### config.mk
export PLATFORM = sky130hd
export DESIGN_NAME = glyph_atlas_shelf_allocator
export DESIGN_NICKNAME = d
export VERILOG_FILES = /design/src/rtl/core/gasa_pkg.sv /design/src/rtl/core/gasa_ctrl.sv /design/src/rtl/core/gasa_datapath.sv /design/src/rtl/core/glyph_atlas_shelf_allocator.sv
export VERILOG_INCLUDE_DIRS = /design/src /design/src/rtl/core
export SDC_FILE = /design/constraint.sdc
export NUM_CORES = 1
export LEC_CHECK = 0
export BUFFER_PORTS_ARGS = -buffer_cell sky130_fd_sc_hd__buf_2
export CAP_MARGIN = 30
export CELL_PAD_IN_SITES_DETAIL_PLACEMENT = 2
export CELL_PAD_IN_SITES_GLOBAL_PLACEMENT = 2
export CORE_ASPECT_RATIO = 0.6
export CORE_UTILIZATION = 40
export DETAILED_ROUTE_END_ITERATION = 12
export PLACE_DENSITY_LB_ADDON = 0.1
export SYNTH_ARGS = -nofsm -noshare
export SYNTH_HDL_FRONTEND = slang
export SYNTH_HIERARCHICAL = 1
export SYNTH_SLANG_ARGS = --single-unit
### constraint.sdc
create_clock -name clk -period 6.8 [get_ports clk]
set_input_delay 0.68 -clock clk [delete_from_list [all_inputs] [get_ports clk]]
set_output_delay 0.68 -clock clk [all_outputs]
set_load 0.1 [all_outputs]
### src/rtl/core/glyph_atlas_shelf_allocator_macros.svh
// ----------------------------------------------------------------------------
// Glyph atlas shelf allocator assertion macros
// Concurrent assertion wrappers; they compile away under SYNTHESIS.
// ----------------------------------------------------------------------------
`ifndef GLYPH_ATLAS_SHELF_ALLOCATOR_MACROS_SVH
`define GLYPH_ATLAS_SHELF_ALLOCATOR_MACROS_SVH

`ifndef SYNTHESIS
// Checked on every edge outside reset
`define GASA_ASSERT(label, prop) \
	label: assert property (@(posedge clk) disable iff (!arst_n) prop) \
		else $error("glyph atlas assertion failed");
// Checked on every edge, reset included
`define GASA_ASSERT_ALWAYS(label, prop) \
	label: assert property (@(posedge clk) prop) \
		else $error("glyph atlas assertion failed");
`else
`define GASA_ASSERT(label, prop)
`define GASA_ASSERT_ALWAYS(label, prop)
`endif

`endif

### src/rtl/core/gasa_pkg.sv
// ----------------------------------------------------------------------------
// Glyph atlas shelf allocator package
// Shared constants, item types, status codes and the class height function.
// ----------------------------------------------------------------------------
package gasa_pkg;

	localparam int DEF_MAX_PAGES    = 64;
	localparam int DEF_PAGE_SIDE    = 256;
	localparam int DEF_SIZE_CLASSES = 4;

	// Smallest class height; each further class doubles it
	localparam int BASE_CLASS_H = 16;
	localparam int CLASS_H_W    = 12;

	typedef enum logic [1:0] {
		ST_PLACED   = 2'd0,
		ST_NEW_PAGE = 2'd1,
		ST_TOO_TALL = 2'd2,
		ST_NO_PAGE  = 2'd3
	} status_t;

	typedef struct packed {
		logic [7:0] glyph_width;
		logic [7:0] glyph_height;
	} req_t;

	typedef struct packed {
		status_t    status;
		logic [5:0] page_number;
		logic [8:0] place_x;
		logic [7:0] place_y;
	} rsp_t;

	// Controller to datapath command
	typedef struct packed {
		logic place;
	} cmd_t;

	function automatic logic [CLASS_H_W-1:0] class_height(input logic [2:0] cls);
		class_height = CLASS_H_W'(BASE_CLASS_H) << cls;
	endfunction

endpackage

### src/rtl/core/gasa_ctrl.sv
// ----------------------------------------------------------------------------
// Glyph atlas shelf allocator controller
// Tracks the result register and decides when a request item is taken.
// ----------------------------------------------------------------------------
module gasa_ctrl
	import gasa_pkg::*;
(
	input  logic clk,
	input  logic arst_n,
	input  logic req_valid,
	output logic req_stall,
	output logic rsp_valid,
	input  logic rsp_stall,
	output cmd_t cmd
);

	typedef enum logic {
		S_EMPTY,
		S_FULL
	} state_t;

	state_t state_q;

	// Take a new item unless a finished result is held back
	assign req_stall = (state_q == S_FULL) && rsp_stall;
	assign cmd.place = req_valid && !req_stall;
	assign rsp_valid = (state_q == S_FULL);

	// Fill on placement, drain when the result is taken
	always_ff @(posedge clk or negedge arst_n) begin
		if (!arst_n) begin
			state_q <= S_EMPTY;
		end else begin
			case (state_q)
				S_EMPTY: begin
					if (cmd.place) state_q <= S_FULL;
				end
				S_FULL: begin
					if (!rsp_stall && !cmd.place) state_q <= S_EMPTY;
				end
				default: state_q <= S_EMPTY;
			endcase
		end
	end

endmodule

### src/rtl/core/gasa_datapath.sv
// ----------------------------------------------------------------------------
// Glyph atlas shelf allocator datapath
// Per-class page and shelf cursors, page counter and the result register.
// ----------------------------------------------------------------------------
`include "glyph_atlas_shelf_allocator_macros.svh"

module gasa_datapath
	import gasa_pkg::*;
#(
	parameter int MAX_PAGES    = DEF_MAX_PAGES,
	parameter int PAGE_SIDE    = DEF_PAGE_SIDE,
	parameter int SIZE_CLASSES = DEF_SIZE_CLASSES
) (
	input  logic clk,
	input  logic arst_n,
	input  cmd_t cmd,
	input  req_t req,
	output rsp_t rsp
);

	localparam int CLS_W  = (SIZE_CLASSES > 1) ? $clog2(SIZE_CLASSES) : 1;
	localparam int PG_W   = (MAX_PAGES > 1) ? $clog2(MAX_PAGES) : 1;
	localparam int PU_W   = $clog2(MAX_PAGES + 1);
	localparam int MAX_H  = BASE_CLASS_H << (SIZE_CLASSES - 1);
	localparam int X_SPAN = (PAGE_SIDE > 256) ? PAGE_SIDE : 256;
	localparam int X_W    = $clog2(X_SPAN + 2);
	localparam int Y_W    = $clog2(PAGE_SIDE);
	localparam int AW     = $clog2(PAGE_SIDE + 2 * MAX_H + X_SPAN + 4) + 1;

	logic [PG_W-1:0] page_q   [SIZE_CLASSES];
	logic            has_q    [SIZE_CLASSES];
	logic [X_W-1:0]  cur_x_q  [SIZE_CLASSES];
	logic [Y_W-1:0]  cur_y_q  [SIZE_CLASSES];
	logic [PU_W-1:0] pages_used_q;
	rsp_t            rsp_q;

	logic [CLS_W-1:0] sel;
	logic             sel_found;
	logic [AW-1:0]    size_a;
	logic [AW-1:0]    row_x;
	logic [AW-1:0]    row_y;
	logic [AW-1:0]    next_x;
	logic             need_new;
	logic             pages_out;
	logic             place_ok;
	logic [15:0]      page_ext;
	rsp_t             rsp_d;

	// Pick the first class taller than the glyph
	always_comb begin
		sel       = '0;
		sel_found = 1'b0;
		for (int i = SIZE_CLASSES - 1; i >= 0; i--) begin
			if ({{(CLASS_H_W-8){1'b0}}, req.glyph_height} < class_height(3'(i))) begin
				sel       = CLS_W'(i);
				sel_found = 1'b1;
			end
		end
	end

	// Fit the glyph on the current shelf, the next shelf, or a fresh page
	always_comb begin
		size_a = AW'(class_height(3'(sel)));
		row_x  = AW'(cur_x_q[sel]);
		row_y  = AW'(cur_y_q[sel]);
		next_x = AW'(req.glyph_width);
		need_new = 1'b1;
		if (has_q[sel]) begin
			next_x = row_x + AW'(req.glyph_width);
			if (next_x > AW'(PAGE_SIDE)) begin
				row_x  = '0;
				next_x = AW'(req.glyph_width);
				row_y  = row_y + size_a + AW'(1);
			end
			need_new = (row_y + size_a + AW'(1)) > AW'(PAGE_SIDE);
		end
		if (need_new) begin
			row_x  = '0;
			row_y  = '0;
			next_x = AW'(req.glyph_width);
		end
		pages_out = need_new && (pages_used_q >= PU_W'(MAX_PAGES));
		page_ext  = need_new ? 16'(pages_used_q) : 16'(page_q[sel]);

		rsp_d.status      = need_new ? ST_NEW_PAGE : ST_PLACED;
		rsp_d.page_number = page_ext[5:0];
		rsp_d.place_x     = row_x[8:0];
		rsp_d.place_y     = row_y[7:0];
		if (!sel_found) begin
			rsp_d = '{status: ST_TOO_TALL, page_number: '0, place_x: '0, place_y: '0};
		end else if (pages_out) begin
			rsp_d = '{status: ST_NO_PAGE, page_number: '0, place_x: '0, place_y: '0};
		end
	end

	// Commit only a taken item that fits a class and finds a page
	assign place_ok = cmd.place && sel_found && !pages_out;

	// Update chosen class on successful placement, page counter on a new page
	always_ff @(posedge clk or negedge arst_n) begin
		if (!arst_n) begin
			for (int i = 0; i < SIZE_CLASSES; i++) begin
				page_q[i]  <= '0;
				has_q[i]   <= 1'b0;
				cur_x_q[i] <= '0;
				cur_y_q[i] <= '0;
			end
			pages_used_q <= '0;
		end else if (place_ok) begin
			if (need_new) begin
				page_q[sel]  <= PG_W'(pages_used_q);
				has_q[sel]   <= 1'b1;
				pages_used_q <= pages_used_q + 1'b1;
			end
			cur_x_q[sel] <= X_W'(next_x + AW'(1));
			cur_y_q[sel] <= Y_W'(row_y);
		end
	end

	// Hold the result until it is taken
	always_ff @(posedge clk) begin
		if (cmd.place) rsp_q <= rsp_d;
	end

	assign rsp = rsp_q;

	`GASA_ASSERT_ALWAYS(a_pages_bound, pages_used_q <= PU_W'(MAX_PAGES))
	`GASA_ASSERT(a_new_page_count, place_ok && need_new |=> pages_used_q == $past(pages_used_q) + 1'b1)
	`GASA_ASSERT(a_fail_keeps_count, cmd.place && !place_ok |=> $stable(pages_used_q))
	`GASA_ASSERT(a_placed_on_page, cmd.place && rsp_d.status == ST_PLACED |-> has_q[sel])

	for (genvar g = 0; g < SIZE_CLASSES; g++) begin : g_chk
		`GASA_ASSERT(a_page_issued, has_q[g] |-> PU_W'(page_q[g]) < pages_used_q)
	end

endmodule

### src/rtl/core/glyph_atlas_shelf_allocator.sv
// ----------------------------------------------------------------------------
// Glyph atlas shelf allocator
// Places glyphs on per-size-class shelves of square atlas pages.
// ----------------------------------------------------------------------------
// Timing: the result is registered and valid in the cycle after acceptance.
// Throughput: one item per cycle unless a held result stalls requests; the
//   class cursor read-modify-write is combinational up to the result register.
// Reset: arst_n clears every class (no page, cursors at zero) and the page
//   counter at once; the block accepts items as soon as reset is released.
module glyph_atlas_shelf_allocator
	import gasa_pkg::*;
#(
	parameter int MAX_PAGES    = DEF_MAX_PAGES,
	parameter int PAGE_SIDE    = DEF_PAGE_SIDE,
	parameter int SIZE_CLASSES = DEF_SIZE_CLASSES
) (
	input  logic clk,
	input  logic arst_n,
	input  logic req_valid,
	output logic req_stall,
	input  req_t req,
	output logic rsp_valid,
	input  logic rsp_stall,
	output rsp_t rsp
);

	cmd_t cmd;

	// Handshake and result register occupancy
	gasa_ctrl u_ctrl (
		.clk       (clk),
		.arst_n    (arst_n),
		.req_valid (req_valid),
		.req_stall (req_stall),
		.rsp_valid (rsp_valid),
		.rsp_stall (rsp_stall),
		.cmd       (cmd)
	);

	// Shelf state and placement arithmetic
	gasa_datapath #(
		.MAX_PAGES    (MAX_PAGES),
		.PAGE_SIDE    (PAGE_SIDE),
		.SIZE_CLASSES (SIZE_CLASSES)
	) u_datapath (
		.clk    (clk),
		.arst_n (arst_n),
		.cmd    (cmd),
		.req    (req),
		.rsp    (rsp)
	);

endmodule
Yosys cells after proc, flatten, opt, wreduce, memory -nomap -nowiden
Cells that the tools add are included.

storage, ports and cells
  bits in registers = 129
  latch bits = 0
  bits in writable memories = 0
  ROM bits = 0
  bits of input ports = 20
  word-level logic and storage cells = 106
  memories = 0

cells by class
  $add $sub $neg = 7
  multipliers = 0
  divide/modulo/power cells = 0
  $lt $le $gt $ge = 9
  equality and inequality tests = 0
  shift operators = 1
  mux-type cells = 48
  bitwise gates (word level) = 4
  reductions and logical operators = 14

operators with widths
  cell                                                                   number
  9-bit 2-to-1 mux                                                       9
  8-bit 2-to-1 mux                                                       5
  36-bit bitwise mux                                                     1
  32-bit bitwise mux                                                     1
  24-bit bitwise mux                                                     1
  24-bit 2-to-1 mux                                                      1
  6-bit 2-to-1 mux                                                       4
  11-bit by 1-bit adder with 11-bit output, second input constant        2
  11-bit 2-to-1 mux                                                      2
  9-bit binary-select mux with 2-bit select                              1
  9-bit demux with 2-bit select                                          1
  8-bit binary-select mux with 2-bit select                              1
  8-bit demux with 2-bit select                                          1
  6-bit binary-select mux with 2-bit select                              1
  6-bit demux with 2-bit select                                          1
  11-bit adder                                                           1
  8-bit by 11-bit adder with 11-bit output                               1
  11-bit by 9-bit > comparator with 1-bit output, second input constant  1
  1-bit 2-to-1 mux                                                       11
  5-bit by 2-bit left shift with 11-bit output, first input constant     1
  9-bit by 8-bit adder with 10-bit output                                1
  10-bit by 9-bit > comparator with 1-bit output, second input constant  1
  9-bit by 1-bit adder with 9-bit output, second input constant          1
  8-bit by 5-bit < comparator with 1-bit output, second input constant   1
  other kinds (19)                                                       32

Logic depth before layout (Yosys ltp)
Gate-level depths: netlist (run 1).

  word-level depth = 21
  gate-level depth with buffers = 36

Cells and area by module
Netlist (run 1), hierarchy kept.

modules (own cells, without submodules)
  module         instances  cells each  area an instance (um2)
  gasa_datapath  1          581         7061.8
  gasa_ctrl      1          4           50.0

Worst setup path after synthesis (run 1)
OpenSTA, ideal clock, no wires.

  path kind = input to register
  from = input port req[7] (netlist bit)
  to = register u_datapath/cur_x_q[24] (netlist bit)
  library setup time = 0.127 ns
  data arrival time = 7.093 ns
  data required time = 6.673 ns
  setup slack = -0.421 ns
  cell stages on the path = 34
  buffers on the path = 5
  cell sequence = buf_2 inv_2 o21a_1 buf_2 buf_1 mux2i_1 a21oi_1 ha_1 inv_1 fa_1 nor2b_1 o221ai_1 nor3b_1 o21ai_1 a31oi_1 or2_2 buf_2 mux2i_1 inv_1 ha_1 nand4_1 nor2b_1 and3_1 and3_1 o21a_1 buf_2 mux2i_1 inv_1 ha_1 and3_1 nand3_1 xor2_1 mux2i_1 mux2_1

between the ends
  cells in the longest elaborated chain, start to end = 20
  elaborated cells on any way between the ends = 47
  those cells by class = add/sub (6); order compare (8); shift (1); mux (26); bitwise (1); reduce/logical (5)

RTL lines
  item                                                                                                        line                                       source
  start, declared                                                                                             glyph_atlas_shelf_allocator.sv:21          input req_t req,
  8-bit < comparator                                                                                          gasa_datapath.sv:54                        if ({{(CLASS_H_W-8){1'b0}}, req.glyph_height} < class_height(3'(i))) begin
  2-bit 2-to-1 mux (4 in series)                                                                              gasa_datapath.sv:54
  2-bit inverter with 3-bit output (not written as such)                                                      -
  8-bit binary-select mux with 2-bit select or 9-bit binary-select mux with 2-bit select (tied branches)      gasa_datapath.sv:65, gasa_datapath.sv:64
  8-bit 2-to-1 mux (not written as such) or 9-bit 2-to-1 mux (tied branches) (2 in series)                    gasa_datapath.sv:65, gasa_datapath.sv:64
  8-bit by 11-bit adder with 11-bit output or 9-bit by 8-bit adder with 10-bit output (tied branches)         gasa_datapath.sv:73, gasa_datapath.sv:69
  11-bit by 1-bit adder with 11-bit output or 10-bit by 9-bit > comparator with 1-bit output (tied branches)  gasa_datapath.sv:73, gasa_datapath.sv:70
  11-bit 2-to-1 mux                                                                                           gasa_datapath.sv:70                        if (next_x > AW'(PAGE_SIDE)) begin
  11-bit 2-to-1 mux                                                                                           gasa_datapath.sv:68                        if (has_q[sel]) begin
  11-bit adder                                                                                                gasa_datapath.sv:75                        need_new = (row_y + size_a + AW'(1)) > AW'(PAGE_SIDE);
  11-bit by 1-bit adder with 11-bit output                                                                    gasa_datapath.sv:75
  11-bit by 9-bit > comparator with 1-bit output                                                              gasa_datapath.sv:75
  1-bit 2-to-1 mux                                                                                            gasa_datapath.sv:68
  9-bit 2-to-1 mux or 1-bit logical AND (tied branches)                                                       gasa_datapath.sv:77, gasa_datapath.sv:82
  9-bit by 1-bit adder with 9-bit output or 1-bit logical NOT (tied branches)                                 gasa_datapath.sv:115, gasa_datapath.sv:97
  36-bit bitwise mux or 1-bit logical AND (tied branches)                                                     gasa_datapath.sv:115, gasa_datapath.sv:97
  end signal, assigned by index                                                                               gasa_datapath.sv:115                       cur_x_q[sel] <= X_W'(next_x + AW'(1));
  end, declared                                                                                               gasa_datapath.sv:32                        logic [X_W-1:0] cur_x_q [SIZE_CLASSES];

Parallel ways exist; a longest one is shown, timed or not. The select of a mux whose other input is x is not followed.
A chain may end at the register's enable or synchronous reset.

Worst setup path in the final report (run 1)
  from = input port req[4] (netlist bit)
  to = register u_datapath/cur_x_q[8] (netlist bit)

The elaborated chain is that of the path after synthesis.

==> results of run 1 <==
stage by stage:
step	TNS, ns	setup slack [ns]	instances	total power [µW]	util (%)
after CTS	0	0.0274	943	2990	50.4
after floorplan	0	0.0285	585	1570	-
final	0	0.173	944	3040	51.4
after detailed placement	-10.40	-0.703	911	1950	46.6
after global routing	-0.647	-0.0883	944	3180	51.4
after global placement	-3.96	-0.281	911	1890	46.6
metal layers:
metal	GRT usage, %	vias to the layer above	part of all wire [%]
met5	0	-	0
li1	-	2392	-
met4	5.39	0	0.67
met3	5.12	13	2.7
met1	36.5	2845	49
met2	43.8	79	48
report_power, final:
group,switching [µW],internal (µW)
logic,603,483
clock network,381,620
registers,64.2,888
total,1050,1990
critical path, delay by kind of cell:
kind	cells	cell delay, ns
buffers and inverters	7	0.94
AO/OA/AOI/OAI	6	0.97
AND/OR/NAND/NOR	13	2.25
adder cells (fa/ha/maj)	4	1.13
multiplexers	4	0.80
XOR/XNOR	1	0.18
kinds of logic (layout without fill, tap and decap cells):
family	Yosys count	count (layout)	share of synthesized area (%)
fa+ha+maj	20	20	3.62
flops	129	129	47.1
simple gates	132	132	9.48
mux	125	125	20.5
buf+inv	42	167	2.94
xor+xnor	27	27	3.43
compound gates	110	110	12.9
flip-flops by register name, indices dropped and copies added, names as in the netlist:
name,flops
u_datapath/has_q,4
u_datapath/cur_y_q,32
u_datapath/page_q,24
u_datapath/cur_x_q,36
u_datapath/pages_used_q,7
u_ctrl/rsp_valid,1
u_datapath/rsp,25
synthesized netlist by cell type (all sizes together) (6+ instances only):
library cell    n
inv            18
nor2           46
and2            6
buf            13
a222oi          6
xnor2          16
dfrtp         104
a211oi         16
o21ai          16
or2             6
mux2          100
a21oi          20
nor3            8
mux2i          25
nand2          21
and3           11
edfxtp         25
nand3          11
ha             19
o22ai           9
xor2           11
clkbuf         10
area by class of cell:
class | instances | area, µm²
Fill cell | 1681 | 8400
Multi-Input combinational cell | 414 | 3740
Sequential cell | 129 | 3350
Timing Repair Buffer | 116 | 785
Clock buffer | 18 | 429
Tap cell | 234 | 293
Clock inverter | 14 | 199
Inverter | 19 | 71.3
path summary, 6_finish.rpt:
kind	to	slack, ns
min	u_datapath/page_q[15]$_DFFE_PN0P_	0.25
max in group asynchronous	u_datapath/cur_x_q[31]$_DFFE_PN0P_	5.31
max	u_datapath/cur_x_q[8]$_DFFE_PN0P_	0.17
max reg2reg	u_datapath/cur_x_q[8]$_DFFE_PN0P_	0.77
min in group clk	u_ctrl/rsp_valid$_DFF_PN0_	0.46
min reg2reg	u_datapath/page_q[7]$_DFFE_PN0P_	0.49
what timing repair did:
item | CTS | global route
setup endpoints to repair | 16 | 16
buffers inserted | 0 | 1
pin swaps | 2 | 7
resized for setup | 6 | 34
==> impl_metrics.json, run 1 <==
{
  "routed_wl_um": 23100,
  "vdd_drop_max_uv": 174,
  "tightest_slew_ns": 1.03,
  "max_slew_margin_pct": 31.1,
  "rows": 37,
  "crit_path_max_incr_delay_ns": 0.38,
  "n_antenna_cell": 0,
  "hpwl_um": 16000,
  "arrival_ns": 6.98,
  "status": "completed",
  "synth-seq-area-share_pct": 47.1,
  "drv_slew": 0,
  "fmax_ghz": 0.151,
  "fin_nets": 737,
  "crit_type": "input pin to flip-flop",
  "die_x_um": 174,
  "powerDensity_nw_per_um2": 342,
  "critPathMaxFanout": 11,
  "setup_viol": 0,
  "wl_per_cell_um": 24.5,
  "syn_inst": 585,
  "final_area_um2": 8870,
  "drcViolationCount": 0,
  "cts_num_sinks": 129,
  "yosysWarnings": 6,
  "synthArstFlopShare_pct": 80.6,
  "syn_area_um2": 7110,
  "port_buffers": 42,
  "yosysUniqueCellTypes": 74,
  "grt_pass1_wl_um": 36100,
  "grt_max_degree": 65,
  "syn-num-nets": 625,
  "synth_edf_count": 25,
  "gr-total-overflow": 0,
  "hp-class": "input pin to async pin",
  "critPathCaptureType": "flip-flop",
  "start_util_pct": 41.2,
  "fin_hold_ws_ns": 0.247,
  "cts_root_buffer": "clkbuf_16",
  "clock_latency_ns": 0.42,
  "final_cell_mix": "dfrtp_1, buf_4, mux2_2, nor2_1, buf_2",
  "reg2regPathDepth": 31,
  "ant_nets": 0,
  "grt_antenna_before_repair": 0,
  "vias": 5329,
  "drive_gt1_share_pct": 41.0,
  "htreeDepth": 4,
  "fin_skew_ns": 0.0138,
  "synth_top_cell_by_area": "dfrtp_1",
  "path_clk_slew_ns": 0.06,
  "place.gp.congestion": 0.822,
  "vias_per_cell": 5.65,
  "cts_buffer_depth": 2,
  "synth_ff_type": "dfrtp_1",
  "drt_iter0_drc": 250,
  "worst_path_max_delay_cell": "fa_2",
  "critPathMostFrequentCell": "buf_4",
  "area_delta_synth_final_pct": 24.8,
  "synth_area_leaders": "dfrtp_1, edfxtp_1, mux2_2",
  "grtUsageTotal_pct": 26.6,
  "yosysTopAreaCellShare_pct": 36.6,
  "hold_violations": 0,
  "die_area_um2": 18300,
  "hold_buffers": 0,
  "syn_avg_cell_area_um2": 12.2,
  "timing.rr.start": "u_datapath/cur_x_q[27]$_DFFE_PN0P_",
  "io-pin-count": 47,
  "period_share_pct": 97.5,
  "crit_start": "req[4]",
  "cap_viol_max_count": 0,
  "synth-seq-cells": 129,
  "cp-start-kind": "input pin",
  "grt_pass1_vias": 6070,
  "required_ns": 7.16,
  "min_period_ns": 6.63,
  "numCtsBuffers": 17,
  "core_area_um2": 17300,
  "die_y_um": 105,
  "final_common_cell": "dfrtp_1",
  "p_leak_uw": 0.00413,
  "postPlaceCellArea_um2": 8050,
  "dr.pass1.iters": 5,
  "tritoncts": "built"
}
Power figures use the tool's default switching activity.
==> inputs of run 2 (changes only) <==
--- a/config.mk
+++ b/config.mk
@@ -11,7 +11,7 @@
 export CELL_PAD_IN_SITES_DETAIL_PLACEMENT = 2
 export CELL_PAD_IN_SITES_GLOBAL_PLACEMENT = 2
 export CORE_ASPECT_RATIO = 0.6
-export CORE_UTILIZATION = 40
+export CORE_UTILIZATION = 42
 export DETAILED_ROUTE_END_ITERATION = 12
 export PLACE_DENSITY_LB_ADDON = 0.1
 export SYNTH_ARGS = -nofsm -noshare
==> run 2 against run 1 <==
  * Combinational power grew 6%
  * Die area decreased by 4.7%
  * Sequential cell count is the same
  * Critical endpoint is now u_datapath/cur_x_q[35]$_DFFE_PN0P_
  * Highest routed layer unchanged
==> impl_metrics.json, run 2 (same netlist as run 1, synthesis figures left out) <==
{
  "vdd_drop_max_uv": 187,
  "setup_ws_ns": 0.163,
  "min_period_ns": 6.64,
  "final_common_cell": "dfrtp_1",
  "path_clk_slew_ns": 0.06,
  "status": "completed",
  "cts_buffer_depth": 2,
  "area_delta_synth_final_pct": 25.1,
  "ant_nets": 0,
  "p_leak_uw": 0.00416,
  "die_y_um": 103,
  "vias": 5306,
  "place.gp.congestion": 0.834,
  "setup_viol": 0,
  "r2r_end": "u_datapath/cur_x_q[35]$_DFFE_PN0P_",
  "dp_slack_ns": -0.676,
  "final_cell_mix": "dfrtp_1, buf_4, mux2_2, nor2_1, buf_2",
  "r2r_slack_ns": 0.76,
  "tightest_slew_ns": 0.885,
  "required_ns": 7.17,
  "powerDensity_nw_per_um2": 336,
  "path_delay_family": "simple AND/OR/NAND/NOR gates",
  "clock_latency_ns": 0.43,
  "worst_path_max_delay_cell": "ha_1",
  "fin_nets": 747,
  "critPathCaptureType": "flip-flop",
  "arrival_ns": 7.01,
  "grt_antenna_before_repair": 0,
  "wl_per_cell_um": 24.9,
  "largest_reg_flops": 36,
  "max_slew_margin_pct": 40.8,
  "fill_cells": 1615,
  "drive_gt1_share_pct": 41.5,
  "n_antenna_cell": 0,
  "vias_per_cell": 5.60,
  "fin_cells": 948,
  "drv_slew": 0,
  "fin_skew_ns": 0.0215,
  "die_area_um2": 17500,
  "start_util_pct": 43.4,
  "period_share_pct": 97.6,
  "cap_viol_max_count": 0,
  "finalSetupTns_ns": 0,
  "grt_pass1_vias": 5914,
  "timing.rr.start": "u_datapath/cur_x_q[27]$_DFFE_PN0P_",
  "crit_path_max_incr_delay_ns": 0.32,
  "hold_violations": 0,
  "cts_root_buffer": "clkbuf_16",
  "cts_num_sinks": 129,
  "final_area_um2": 8890,
  "numCtsBuffers": 17,
  "worst-path-buf-inv": 6,
  "core_area_um2": 16400,
  "grt_pass1_wl_um": 36100,
  "port_buffers": 42,
  "dr.pass1.iters": 4,
  "cp-start-kind": "input pin",
  "die_x_um": 170,
  "fmax_ghz": 0.151,
  "place_inst": 912,
  "drcViolationCount": 0,
  "drt_iter0_drc": 289,
  "rows": 36,
  "grt_max_degree": 61,
  "largest-register": "u_datapath/cur_x_q",
  "io-pin-count": 47,
  "htreeDepth": 4,
  "hpwl_um": 16300,
  "grtUsageTotal_pct": 28.3,
  "tritoncts": "built",
  "gr-total-overflow": 0,
  "postPlaceCellArea_um2": 8110,
  "critPathMaxFanout": 7,
  "crit_type": "input pin to flip-flop",
  "hp-class": "input pin to async pin",
  "reg2regPathDepth": 31,
  "fin_util_pct": 54.2,
  "routed_wl_um": 23600
}
-- run 2: cell types whose count changed in the layout (fill, tap and decap cells not counted), moves of 2 or more --
cell / before / now
clkinvlp_4: 1 / 3
bufinv_16: 4 / 1
mux2_1: 24 / 26
mux2i_1: 18 / 16
mux2_4: 24 / 22
buf_12: 1 / 3
buf_4: 73 / 81
-- run 2: area by class of cell --
class                           count  area [µm²]  area share, %
Clock inverter                     14         131           1.48
Sequential cell                   129        3350           37.7
Clock buffer                       18         429           4.83
Inverter                           19        71.3          0.802
Tap cell                          228         285           3.21
Timing Repair Buffer              126         901           10.1
Multi-Input combinational cell    414        3720           41.9
-- run 2: repair_timing --
action	CTS	global route
setup buffers	0	3
hold buffers	0	0
endpoints found under the setup margin	16	16
pin swaps	1	3
resized for setup	10	27
gates cloned	0	0
-- run 2: per-layer routing --
metal  vias up  track usage (%)  routed length [µm]
met5         -                0                   0
met4         0             7.97                 193
met3        14             5.49                1410
met2       114             46.0               11100
met1      2765             38.9               10900
li1       2413                -                   -
-- run 2: worst max path at each step --
| stage | from | end | slack (ns) | cells past startpoint |
|---|---|---|---|---|
| 2_1_floorplan | req[7] | u_datapath/cur_x_q[24]$_DFFE_PN0P_ | 0.03 | 34 |
| 3_3_place_gp | req[6] | u_datapath/cur_x_q[6]$_DFFE_PN0P_ | -0.20 | 30 |
| 3_5_place_dp | req[5] | u_datapath/cur_x_q[33]$_DFFE_PN0P_ | -0.68 | 33 |
| 4_1_cts | req[5] | u_datapath/cur_x_q[35]$_DFFE_PN0P_ | 0.02 | 34 |
| 5_1_grt | req[5] | u_datapath/cur_x_q[35]$_DFFE_PN0P_ | -0.07 | 33 |
| 6_report | req[5] | u_datapath/cur_x_q[35]$_DFFE_PN0P_ | 0.16 | 33 |
-- run 2: report_power, final --
group / switching [µW] / total, µW / leakage, µW / internal (µW)
registers: 68.9 / 957 / 0.00165 / 888
logic: 633 / 1150 / 0.00224 / 513
clock network: 378 / 886 / 0.000269 / 508
total: 1080 / 2990 / 0.00416 / 1910
-- run 2: metrics by stage --
stage	total power (µW)	hold slack, ns
6_report	2990	0.244
3_3_place_gp	1910	0.448
4_1_cts	2910	0.272
3_5_place_dp	1990	0.454
5_1_grt	3110	0.297
2_1_floorplan	1570	0.384
